## config.mk

```make
export PLATFORM = sky130hd
export DESIGN_NAME = bqiw_div_cell
export DESIGN_NICKNAME = d
export VERILOG_FILES = /design/src/rtl/core/bqiw_pkg.sv /design/src/rtl/core/bqiw_div_cell.sv
export SDC_FILE = /design/constraint.sdc
export NUM_CORES = 2
export LEC_CHECK = 0
export ABC_CLOCK_PERIOD_IN_PS = 3250
export BUFFER_PORTS_ARGS = -buffer_cell sky130_fd_sc_hd__clkbuf_2
export CAP_MARGIN = 15
export CORE_AREA = 5 5 722 724
export CTS_CLUSTER_SIZE = 12
export DETAILED_ROUTE_END_ITERATION = 16
export DIE_AREA = 0 0 727 729
export HOLD_SLACK_MARGIN = 0.08
export PLACE_DENSITY = 0.3
export RECOVER_POWER = 50
export SLEW_MARGIN = 15
export SYNTH_ARGS = -nofsm -noshare
export SYNTH_HDL_FRONTEND = slang
export SYNTH_SLANG_ARGS = --single-unit
```

## constraint.sdc

```tcl
create_clock -name clk -period 3.25 [get_ports clk]
set_clock_uncertainty 0.05 [all_clocks]
set_input_delay 0 -clock clk [delete_from_list [all_inputs] [get_ports clk]]
set_output_delay 0 -clock clk [all_outputs]
set_load 0.05 [all_outputs]
```

## src/rtl/core/bqiw_pkg.sv

```systemverilog
package bqiw_pkg;

  localparam int COORD_WIDTH_DEF = 32;
  localparam int NPTS            = 4;
  localparam int NCOORDS         = 2 * NPTS + 2;
  localparam int FRAC_OUT        = 28;
  localparam int WEIGHT_WIDTH    = 32;
  // one extra quotient bit flags a weight that cannot fit
  localparam int QBITS           = WEIGHT_WIDTH + 1;

  localparam logic [WEIGHT_WIDTH-1:0] WMAX = 32'h7FFF_FFFF;
  localparam logic [WEIGHT_WIDTH-1:0] WMIN = 32'h8000_0000;

  typedef struct packed {
    logic             singular;
    logic [NPTS-1:0]  neg;
  } div_flags_t;

  // stages of the chunked multiplier: one per 32-bit slice of the wide operand
  function automatic int mul_lat(input int aw);
    return (aw + 31) / 32;
  endfunction

  // differences, three product levels, two adds after the second and third levels
  function automatic int poly_lat(input int w);
    return 1 + mul_lat(w + 1) + mul_lat(2 * w + 2) + 2 + mul_lat(3 * w + 4) + 2;
  endfunction

endpackage

```

## src/rtl/core/bqiw_div_cell.sv

```systemverilog
module bqiw_div_cell #(
  parameter int RW  = 163,
  parameter int DNW = 131,
  parameter int QB  = 33,
  parameter int BI  = 0
) (
  input  logic                   clk,
  input  logic                   en,
  input  logic [DNW-1:0]         den2_in,
  input  bqiw_pkg::div_flags_t   flags_in,
  input  logic [3:0][RW-1:0]     rem_in,
  input  logic [3:0][QB-1:0]     q_in,
  output logic [DNW-1:0]         den2_out,
  output bqiw_pkg::div_flags_t   flags_out,
  output logic [3:0][RW-1:0]     rem_out,
  output logic [3:0][QB-1:0]     q_out
);
  import bqiw_pkg::*;

  logic [RW-1:0] dsh;
  logic [3:0]    ge;

  assign dsh = RW'(den2_in) << BI;

  always_comb begin
    for (int l = 0; l < 4; l++) begin
      ge[l] = rem_in[l] >= dsh;
    end
  end

  always_ff @(posedge clk) begin
    if (en) begin
      den2_out  <= den2_in;
      flags_out <= flags_in;
      for (int l = 0; l < 4; l++) begin
        rem_out[l] <= ge[l] ? rem_in[l] - dsh : rem_in[l];
        q_out[l]   <= {q_in[l][QB-2:0], ge[l]};
      end
    end
  end

endmodule

```

---- Word-level counts from Yosys, hierarchy flattened ----
Cells that the tools add are included.
operators by class
  $add $sub $neg .......................... 4
  magnitude comparators ................... 4
  multiplexer cells ....................... 4
operator list
  operator           count
  $ge 163x131->1     4
  $mux 163           4
  $sub 163x131->163  4
word-level totals
  flip-flop bits (word level) ............. 920
  bits of input ports ..................... 922
  output and inout port bits .............. 920
  word-level logic and storage cells ...... 23

---- Depth between registers and ports, before layout ----
  depth after elaboration ................. 2
  mapped depth ............................ 19
  gate-level depth less buffers ........... 16

---- Least setup slack after synthesis ----
Ideal clock, no wire load.
  path kind ............................... input to register
  start ................................... in den2_in[1]
  end ..................................... reg rem_out[1] (netlist bit), data pin
  library setup time ...................... 0.260 ns
  data arrival time ....................... 3.169 ns
  data required time ...................... 2.940 ns
  setup slack ............................. -0.229 ns
  stages on the path ...................... 16
  buffers on the path ..................... 3
  cell sequence ........................... inv_1 > ha_1 > nor2b_1 > o211ai_1 > a31o_2 > a21oi_1 > o211ai_1 > a21oi_1 > o2111a_1 > a211o_1 > buf_2 > o2111a_1 > nor2_1 > buf_4 > buf_4 > mux2_2
between the ends
  longest elaborated chain between the ends .. 2
  elaborated cells between the ends (all ways) .. 3
  classes of those cells .................. 1 x add/sub; 1 x order compare; 1 x mux
ends and longest elaborated chain
  element                                              RTL line                                  source
  start, declared                                      bqiw_div_cell.sv:9                        input logic [DNW-1:0] den2_in,
  $sub 163x131->163 or $ge 163x131->1 (tied branches)  bqiw_div_cell.sv:36, bqiw_div_cell.sv:27
  $mux 163 *                                           bqiw_div_cell.sv:36                       rem_out[l] <= ge[l] ? rem_in[l] - dsh : rem_in[l];
  end signal, assigned by index                        bqiw_div_cell.sv:36
  end, declared                                        bqiw_div_cell.sv:15                       output logic [3:0][RW-1:0] rem_out,
Mark *: on every way between the ends. The rest lies on a longest branch, timed or not.
A chain may end at the register's enable or synchronous reset.

---- Worst setup path in the final report ----
  start ................................... in rem_in[504] (netlist bit)
  end ..................................... reg rem_out[645] (netlist bit), data pin
between the ends
  longest elaborated chain between the ends .. 2
  elaborated cells between the ends (all ways) .. 3
  classes of those cells .................. 1 x add/sub; 1 x order compare; 1 x mux
ends and longest elaborated chain
  element                                              RTL line                                  source
  start, declared                                      bqiw_div_cell.sv:11                       input logic [3:0][RW-1:0] rem_in,
  $sub 163x131->163 or $ge 163x131->1 (tied branches)  bqiw_div_cell.sv:36, bqiw_div_cell.sv:27
  $mux 163 *                                           bqiw_div_cell.sv:36
Marks and branches as above.

==> impl_results.rst <==
.. list-table::
   :header-rows: 1

   * - Metric
     - Value
   * - Status
     - finished, violations left
   * - Violated checks
     - negative hold slack, max-capacitance violations, max-slew violations, negative setup slack
   * - FMAX
     - between 0.2 and 0.3 GHz
   * - Core area
     - 0.515 mm²
   * - Total detailed-routing wirelength
     - around 670000 µm
   * - Port-buffer cells
     - ~1800
   * - Number of distinct library cells after synthesis
     - around 120
   * - Vias in the first global route
     - 98100
   * - Flip-flop and latch count after synthesis
     - just over 900
   * - Final weighted congestion in routability-driven placement
     - 0.925
   * - Fraction of registers with async set or reset after synthesis
     - 0%
   * - Slowest stage cell on the critical path
     - dlygate4sd3_1
   * - Antenna violations before repair
     - about 200
   * - Mean cell area of the mapped netlist
     - 8.71 µm²
   * - Number of non-filler instances in the completed layout
     - between 20000 and 25000
   * - Kind of cell adding the most delay to the critical path
     - compound AO/OA/AOI/OAI gates
   * - Leakage
     - between 60 and 70 nW
   * - Min-Delay Path Class
     - in2reg
   * - Final design instance area without fill
     - between 0.1 and 0.15 mm²
   * - Maximum vdd ir drop
     - 0.338 mV
   * - Buffer depth of the longest clock path
     - 4
   * - Buffers plus inverters on the worst setup path
     - 8
   * - Tightest slew margin relative to the limit
     - -17.5%
   * - Min setup slack post-route
     - -0.647 ns
   * - Ratio of cells with drive above 1 in the final layout
     - ~43%
   * - Number of buffers created by CTS
     - ~150
   * - Arrival time at the worst endpoint
     - 4.46 ns
   * - Synthesized instance count
     - 8479
   * - Vertical extent of the die
     - 729 µm
   * - Net count, final
     - 17100
   * - Post-synth top cells
     - 1201 x a21oi_1, 920 x edfxtp_1, 824 x nor2_1
   * - HPWL reported at the end of detailed placement
     - 574000 µm
   * - Warning count from the yosys run
     - 0
   * - Wire length of the first global-routing pass
     - roughly 860000 µm
   * - Max capacitance violation total
     - 3
   * - Post-route fraction of the period consumed by the critical path
     - 120%
   * - Via/cell ratio
     - about 4.3
   * - Net count of the mapped netlist
     - 9929
   * - Global routing usage summed across all routing layers
     - about a quarter
   * - Top FF cell, synth
     - edfxtp_1
   * - Full die area
     - 0.530 mm²
   * - Max-slew violation count
     - 60
   * - Number of synthesized flops with an enable pin
     - between 900 and 1000
   * - Setup Viol. Count Final
     - 645
   * - WHS
     - -0.753 ns
   * - 1st-pass router iterations
     - 6
   * - Effective utilization at floorplan
     - 14.4%
   * - Pwr dens
     - approximately 420 mW/mm²
   * - Type of element capturing the critical path
     - flip-flop
   * - Util after Layout
     - 28.8%
   * - Pin count of the biggest net entering global routing
     - 82
   * - Post-route antenna net violation count
     - 0
   * - Required time at the endpoint of the critical path
     - 3.82 ns
   * - Sequential element share of the synthesized area
     - ~37%
   * - Root buffer cell
     - clkbuf_16
   * - Cell type with the highest aggregate area in the netlist
     - edfxtp_1
   * - Total congestion overflow after global routing
     - 0
   * - Fraction of post-synthesis cell area in the top cell type by area
     - 37.4%
   * - CTS tree
     - built
   * - H-tree lvl count
     - 4
   * - Clock transition time at the flip-flop clock pins of the worst setup and hold paths
     - about 0.06 ns
   * - I/O pin count
     - 1842
   * - Shortest clock period the worst path allows after layout
     - slightly below 4 ns
   * - Number of DRC markers after the initial detailed-route iteration
     - about 6400
   * - Cell-by-cell trace of the critical path
     - clkbuf_2 -> dlygate4sd3_1 -> ha_4 -> buf_4 -> a21oi_1 -> o21ai_0 -> a21oi_1 -> o221ai_1 -> a21oi_2 -> buf_12 -> o32ai_2 -> buf_12 -> o31ai_4 -> o21a_2 -> o41ai_2 -> buf_4 -> a21oi_4 -> buf_12 -> o211ai_1 -> xnor2_1 -> buf_4
   * - Kind of launch point of the worst setup path
     - input pin
   * - Cell row count
     - 264
   * - Type of the worst setup path
     - in2reg
   * - RSZ-0062 raised after global routing
     - yes
   * - Clock sink count
     - 920
   * - Stage delay of the slowest cell on the critical path
     - 0.63 ns
   * - Growth of design area from synthesis to finish
     - 101%
   * - Syn Std Cell Area
     - 0.0739 mm²
   * - Post-detailed-placement cell area
     - roughly 0.12 mm²
   * - Peak fanout along the critical path
     - 5
   * - DRC violations left
     - 0
   * - Count of endpoints failing hold in the final timing report
     - 95
   * - Setup slack after placement
     - -2.47 ns
   * - Die X
     - 727 µm
   * - Number of cells in the design after placement
     - 20500
   * - Post-DR wirelength/cell
     - 29.5 µm
   * - Most instantiated library cell after synthesis
     - a21oi_1
   * - Worst Tran Pin Value
     - 1.76 ns
   * - Via Count
     - around 97000
   * - Main area contributors after synthesis
     - edfxtp_1 37%, ha_1 8.9%, a21oi_1 8.1%, xnor2_1 4.2%, nor2_1 4.2%
## registers in the layout (all words and copies together), names as in the netlist
| signal | cells |
|---|---|
| rem_out | 652 |
| q_out | 132 |
| den2_out | 131 |
| flags_out | 5 |
## logic make-up (layout without fill, tap and decap cells)
kind of cell	Yosys count	after routing	share of synthesized area [%]
DFF	920	920	37.4
muxes	49	49	0.750
buffers and inverters	797	8047	4.49
adders and majority gates	528	528	8.98
other	0	83	0
xor gates and xnor gates	630	630	7.47
AOI/OAI and AO/OA	2867	2867	23.6
and+or+nand+nor	2688	2689	17.3
## where the power goes
part | internal [mW] | switching (mW) | leakage [nW] | total (mW)
logic | 11.3 | 18.5 | 53.6 | 29.8
clock network | 9.81 | 7.19 | 2.35 | 17.0
registers | 15.1 | 0.821 | 9.01 | 16.0
total | 36.2 | 26.5 | 65.0 | 62.7
## layout make-up
cell class | count | area (µm²)
fill | 56000 | 366000
multi-input combinational | 6763 | 47200
tap | 6783 | 8490
clock inverter | 90 | 1150
sequential | 920 | 27600
clock buffer | 168 | 3740
antenna | 83 | 208
timing repair buffer | 7436 | 58400
inverter | 353 | 1420
## final timing paths
path | endpoint | slack, ns | depth (start not counted) | from
worst max-delay path | rem_out[645] | -0.65 | 21 | rem_in[504]
worst min-delay path | den2_out[36] | -0.75 | 1 | den2_in[36]
## metrics by stage
stage	total power, mW	TNS [ns]
2_1_floorplan	28.2	-0.193
5_1_grt	65.3	-229.43
6_report	62.7	-192.58
3_3_place_gp	43.7	-992.87
4_1_cts	63.1	-197.89
3_5_place_dp	43.5	-985.88
## layer usage
metal	share of wire, %	vias to the layer above	wire length (µm)	global-route usage [%]
met5	0.11	-	706	0
met3	5.4	751	36000	4.07
li1	-	45900	-	-
met1	41	47100	271000	28.5
met2	49	2805	328000	42.3
met4	4.6	108	30900	8.61
## layout by cell type (no fill, tap or decap), drive strengths merged, types with 68 or more instances in the layout
cell type / netlist / routed
o21bai: 197 / 197
xnor2: 355 / 355
ha: 524 / 524
nor4: 95 / 95
xor2: 275 / 275
diode: 0 / 83
clkbuf: 299 / 2045
buf: 145 / 4060
nand4: 304 / 304
edfxtp: 920 / 920
a21oi: 1213 / 1213
nor2: 825 / 826
a31oi: 70 / 70
a21o: 285 / 285
or3: 68 / 68
inv: 353 / 342
o21a: 91 / 91
o21ai: 639 / 639
nor3: 172 / 172
nand3: 124 / 124
nand2: 789 / 789
dlygate4sd3: 0 / 1496
## what timing repair did
| action | in CTS | in global routing |
|---|---|---|
| setup endpoints to repair | 653 | 656 |
| pin swaps | 99 | 218 |
| gates resized for setup | 364 | 598 |
| hold buffers | 1414 | 133 |
| buffers inserted | 131 | 117 |
| gates cloned | 6 | 18 |
| hold endpoints to repair | 1518 | 201 |
Power figures use the tool's default switching activity.
